$ cat config.mk
export PLATFORM = sky130hd
export DESIGN_NAME = pwl_front
export DESIGN_NICKNAME = d
export VERILOG_FILES = /design/src/rtl/pwl_pkg.sv /design/src/rtl/pwl_front.sv
export SDC_FILE = /design/constraint.sdc
export NUM_CORES = 1
export LEC_CHECK = 0
export ABC_CLOCK_PERIOD_IN_PS = 6000
export BUFFER_PORTS_ARGS = -buffer_cell sky130_fd_sc_hd__buf_2
export CELL_PAD_IN_SITES_DETAIL_PLACEMENT = 1
export CELL_PAD_IN_SITES_GLOBAL_PLACEMENT = 2
export CORE_ASPECT_RATIO = 0.75
export CORE_MARGIN = 8
export CORE_UTILIZATION = 35
export CTS_BUF_LIST = sky130_fd_sc_hd__clkbuf_8 sky130_fd_sc_hd__clkbuf_16
export CTS_CLUSTER_SIZE = 20
export DETAILED_ROUTE_END_ITERATION = 8
export MAX_ROUTING_LAYER = met4
export PLACE_DENSITY_LB_ADDON = 0.25
export SKIP_LAST_GASP = 1
export SYNTH_ARGS = -nofsm -noshare
export SYNTH_HDL_FRONTEND = slang
export SYNTH_SLANG_ARGS = --single-unit
$ cat constraint.sdc
create_clock -name clk -period 6 [get_ports clk]
set_clock_uncertainty 0.1 [all_clocks]
set_input_delay 1.2 -clock clk [delete_from_list [all_inputs] [get_ports clk]]
set_output_delay 1.2 -clock clk [all_outputs]
set_load 0.02 [all_outputs]
$ cat src/rtl/pwl_pkg.sv
// ----------------------------------------------------------------------------
// pwl_pkg
// shared types and codes of the piecewise linear lookup table
// ----------------------------------------------------------------------------
package pwl_pkg;
	typedef enum logic [1:0] {
		CMD_CLEAR  = 2'd0,
		CMD_INSERT = 2'd1,
		CMD_QUERY  = 2'd2,
		CMD_NOP    = 2'd3
	} cmd_t;

	typedef enum logic [1:0] {
		ST_OK    = 2'd0,
		ST_DUP   = 2'd1,
		ST_FULL  = 2'd2,
		ST_EMPTY = 2'd3
	} status_t;

	typedef enum logic [3:0] {
		BK_IDLE,
		BK_SCAN_RD,
		BK_SCAN_CHK,
		BK_SHIFT_RD,
		BK_SHIFT_WR,
		BK_WRITE,
		BK_NB_RD,
		BK_NB_WAIT,
		BK_DIV,
		BK_MUL_HI,
		BK_MUL_LO,
		BK_ADD,
		BK_OUT
	} bk_state_t;

	localparam int unsigned FRAC_BITS = 16;
	localparam int unsigned STAT_W    = 2;
	localparam int unsigned CNT_W     = 7;
	localparam int unsigned QUEUE_DEPTH = 2;
endpackage

$ cat src/rtl/pwl_front.sv
// ----------------------------------------------------------------------------
// pwl_front
// accepts commands, decodes them and holds them in a short queue
// ----------------------------------------------------------------------------
module pwl_front
	import pwl_pkg::*;
#(
	parameter int unsigned TIME_WIDTH  = 32,
	parameter int unsigned VALUE_WIDTH = 32
) (
	input  logic                   clk,
	input  logic                   arst_n,
	input  logic                   in_valid,
	output logic                   in_ready,
	input  logic [1:0]             cmd,
	input  logic [TIME_WIDTH-1:0]  key_time,
	input  logic [VALUE_WIDTH-1:0] point_value,
	output logic                   q_valid,
	input  logic                   q_pop,
	output cmd_t                   q_cmd,
	output logic [TIME_WIDTH-1:0]  q_time,
	output logic [VALUE_WIDTH-1:0] q_value
);
	localparam int unsigned PW = $clog2(QUEUE_DEPTH);

	cmd_t                   cmd_q   [QUEUE_DEPTH];
	logic [TIME_WIDTH-1:0]  time_q  [QUEUE_DEPTH];
	logic [VALUE_WIDTH-1:0] value_q [QUEUE_DEPTH];
	logic [PW-1:0]          wr_q, rd_q;
	logic [PW:0]            fill_q;
	logic                   push;

	assign in_ready = (fill_q != (PW+1)'(QUEUE_DEPTH));
	assign push     = in_valid && in_ready;
	assign q_valid  = (fill_q != '0);
	assign q_cmd    = cmd_q[rd_q];
	assign q_time   = time_q[rd_q];
	assign q_value  = value_q[rd_q];

	always_ff @(posedge clk) begin
		if (push) begin
			cmd_q[wr_q]   <= cmd_t'(cmd);
			time_q[wr_q]  <= key_time;
			value_q[wr_q] <= point_value;
		end
	end

	always_ff @(posedge clk or negedge arst_n) begin
		if (!arst_n) begin
			wr_q   <= '0;
			rd_q   <= '0;
			fill_q <= '0;
		end else begin
			if (push) wr_q <= wr_q + PW'(1);
			if (q_pop) rd_q <= rd_q + PW'(1);
			fill_q <= fill_q + (PW+1)'(push) - (PW+1)'(q_pop);
		end
	end
endmodule

Yosys cells after proc, flatten, opt, wreduce, memory -nomap -nowiden
Memory sizes are Yosys's and may differ from the RTL's.
Cells that the tools add are included.
- mux-type cells: 2
- $add $sub $neg: 4
- reductions and logical operators: 2
- eq/ne operators: 1
- operator list (operator ; count):
    1-bit adder (second input constant) ; 2
    2-bit by 1-bit adder with 2-bit output ; 1
    1-bit 2-to-1 mux ; 2
    2-bit != test (second input constant) ; 1
    2-bit nonzero test ; 1
    2-bit by 1-bit subtractor with 2-bit output ; 1
    1-bit logical AND ; 1
- bits in writable memories: 132
- bits in registers: 4
- memories kept: 3
- input port bits: 70
- logic and storage cells: 15
- memories (name ; depth ; bits a word ; read ports ; clocked after memory_dff ; wr ports ; line ; source):
    time_q ; 2 ; 32 ; 1 ; 0 ; 1 ; pwl_front.sv:27 ; logic [TIME_WIDTH-1:0] time_q [QUEUE_DEPTH];
    value_q ; 2 ; 32 ; 1 ; 0 ; 1 ; pwl_front.sv:28 ; logic [VALUE_WIDTH-1:0] value_q [QUEUE_DEPTH];
    cmd_q ; 2 ; 2 ; 1 ; 0 ; 1 ; pwl_front.sv:26 ; cmd_t cmd_q [QUEUE_DEPTH];

Longest topological paths before layout
- depth in word-level cells: 4
- mapped depth: 5

Worst setup path before layout
Ideal clock, no wire load.
- path kind: input-to-reg
- start point: in in_valid
- end point: mem cmd_q[0][0] in the netlist's numbering, enable pin
- slack: 1.338 ns
- cell stages on the path: 2
- data required time: 5.409 ns
- arrival: 4.071 ns
- path buffers: 0
- path through: nand2_1 -> nor2_1
- longest elaborated chain between the ends: 3
- ends and longest elaborated chain (item ; line ; source):
    start: declaration ; pwl_front.sv:13 ; input logic in_valid,
    1-bit logical AND ; pwl_front.sv:34 ; assign push = in_valid && in_ready;
    1-bit 2-to-1 mux ; pwl_front.sv:41 ; if (push) begin
    1-bit 2-to-1 mux (not written as such) ; pwl_front.sv:42 ; cmd_q[wr_q] <= cmd_t'(cmd);
    end: declaration ; pwl_front.sv:26 ;
No other way between the ends.

Worst setup path in the final report
- start point: reg rd_q
- end point: out q_time[31]
- longest elaborated chain between the ends: 1
- ends and longest elaborated chain (item ; line ; source):
    start: declaration ; pwl_front.sv:29 ; logic [PW-1:0] wr_q, rd_q;
    start signal: assignment ; pwl_front.sv:55 ; if (q_pop) rd_q <= rd_q + PW'(1);
    memory read 2 x 32 bit ; -- ;
    end: declaration ; pwl_front.sv:21 ; output logic [TIME_WIDTH-1:0] q_time,
No other way between the ends.

==> flow_metrics.tcl <==
set metrics [dict create \
    dieArea_mm2 0.0186 \
    setup_viol 0 \
    min_period_over_period 0.585 \
    fp.coreArea_mm2 0.0143 \
    ff2ff_setup_slack_ns 3.42 \
    antenna_found_initial 1 \
    synthMuxAreaShare 0.169 \
    dr.pass1.iters 4 \
    syn_area_mm2 0.00507 \
    synth-xor-area-share 0.00691 \
    crit_type "reg2out" \
    route.detailed.drc 0 \
    via_per_inst 4.35 \
    insertion_delay_ns 0.40 \
    area_growth_pct 29.7 \
    crit_fanout 67 \
    drive_above_1_share 0.623 \
    grt_pass1_vias 3010 \
    setup.worst_path.end "q_time[31]" \
    clock-sinks 136 \
    whs_path_depth 1 \
    die_y_um 120 \
    ys_types 18 \
    synthCells 222 \
    post-cts-setup-buffers 0 \
    grt_max_degree 68 \
    slew_violations 0 \
    clk_pin_slew_worst_paths_ns 0.06 \
    post_drt_wl_per_cell_um 17.7 \
    final_common_cell "buf_2" \
    layout_common_cells "137 x buf_2, 132 x edfxtp_1, 36 x mux2_2" \
    synthTopCellsByArea "edfxtp_1 78%, mux2_4 8.9%, mux2_2 8.0%, dfrtp_1 2.0%, buf_6 0.67%" \
    root_buffer "clkbuf_16" \
    startpoint "rd_q" \
    synth.avg_cell_area_um2 22.8 \
    cp_data_required_time_ns 4.70 \
    finish.utilization 0.460 \
    cts_tree "yes" \
    worstReg2RegEnd "cmd_q[0][1]" \
    fp-row-count 38 \
    initial_core_util 0.354 \
    finalHoldViolCount 0 \
    num_vias 2551 \
    hpwl_um 6990 \
    hold-worst-slack_ns 0.475 \
    synth_top_area_cell "edfxtp_1" \
    startpoint_type "flip-flop" \
    syn_nets 293 \
    ctsLongestPathBuffers 2 \
    reg2reg_from "fill_q[0]" \
    postRouteAntennaNets 0 \
    fin_setup_tns_ns 0 \
    power_mw 3.52 \
    numCtsBuffers 17 \
    die_width_um 155 \
    outcome "finished clean" \
    grt_use_total 0.119 \
    p_leak_nw 2.53 \
    synth_compound_area_frac 0.00296 \
    holdBufCountCts 0 \
    gp_congestion 0.752 \
    arrival_ns 2.21 \
    ys_seq_area_frac 0.801 \
    p_per_area_mw_per_mm2 536 \
    synth_top_family_by_area "multiplexers" \
    peakVddDrop_mv 0.324 \
    grt-ovfl-total 0 \
    synth_fa_ha_area_frac 0.00247 \
    fin_crit_ns 3.51 \
    wl_um 10400 \
    yosys.area_share.simple 0.00666 \
    tightest_slew_ns 1.11 \
    max_freq_mhz 285 \
    postCtsResizedCells 0 \
    crit_path_end_kind "primary output" \
    grt_pass1_wl_um 16100 \
    layout.nets 443 \
    drv_cap 0 \
    synth_seq_cells 136 \
    max-slew-margin-rel 0.261 \
    synth_top_cell_area_share 0.781 \
    dr.first_iter.drc_count 114 \
    io_pins 138 \
    ff2ff_path_depth 4 \
    rsz0062_at_grt "no" \
    min_path_type "reg2reg" \
    yosysWarningCount 0 \
    numPortBuffers 137 \
    htree_levels 4 \
]
-- flip-flops by register name (all words and copies together) (netlist names) --
register  flops
rd_q          1
time_q       64
fill_q        2
value_q      64
wr_q          1
cmd_q         4
-- cell families (layout without fill, tap and decap cells) --
kind of cell	Yosys count	in the layout
multiplexers	66	66
adder cells (fa/ha/maj)	1	1
XOR/XNOR	4	4
AND/OR/NAND/NOR	6	6
flip-flops	136	136
buffers and inverters	7	170
other	0	1
AO/OA/AOI/OAI	2	2
-- worst min-delay path by stage --
| stage | from | slack, ns | to |
|---|---|---|---|
| after detailed placement | wr_q | 0.45 | wr_q |
| after global routing | arst_n | 0.48 | wr_q |
| after global placement | wr_q | 0.45 | wr_q |
| after floorplan | wr_q | 0.36 | wr_q |
| final | wr_q | 0.48 | wr_q |
| after CTS | wr_q | 0.47 | wr_q |
-- critical path: stages, from the launching register on --
cell and delay, ns:
dfrtp_4 1.14, mux2_2 0.45, buf_2 0.17
-- metal layers --
| metal | wire (um) | up-vias | GRT usage |
|---|---|---|---|
| met1 | 4920 | 1252 | 0.145 |
| li1 | - | 1183 | - |
| met2 | 4660 | 101 | 0.177 |
| met5 | 0 | - | - |
| met3 | 671 | 15 | 0.0449 |
| met4 | 136 | 0 | 0.0440 |
-- stage by stage --
stage,instances,setup slack [ns],instance area (um2)
after CTS,585,2.45,6580
final,586,2.49,6580
after detailed placement,553,2.59,5980
after floorplan,222,1.34,5070
after global routing,586,2.39,6580
after global placement,553,2.61,5980
-- cell type report --
cell class | instances | area, um2
multi-input combinational | 79 | 965
fill | 1398 | 7730
antenna | 1 | 2.50
clock inverter | 15 | 178
timing repair buffer | 138 | 693
clock buffer | 17 | 425
sequential | 136 | 4070
tap | 200 | 250
-- Yosys cell counts --
cell type	number
a21bo_2	1
edfxtp_1	132
nor3b_1	1
and3_1	1
nand2_1	1
nand2b_1	1
buf_4	1
ha_1	1
xor2_1	1
mux2_2	36
or2_2	1
mux2_4	30
a21oi_1	1
xnor2_1	3
dfrtp_1	4
buf_2	3
buf_6	3
nor2_1	1
-- power breakdown --
part	total [mW]	switching (mW)	internal (mW)	leakage, nW
Sequential	1.47	0.162	1.30	1.27
Clock	1.05	0.393	0.655	0.287
Combinational	1.01	0.560	0.451	0.971
No activity file was read; power rests on OpenSTA's default activity.
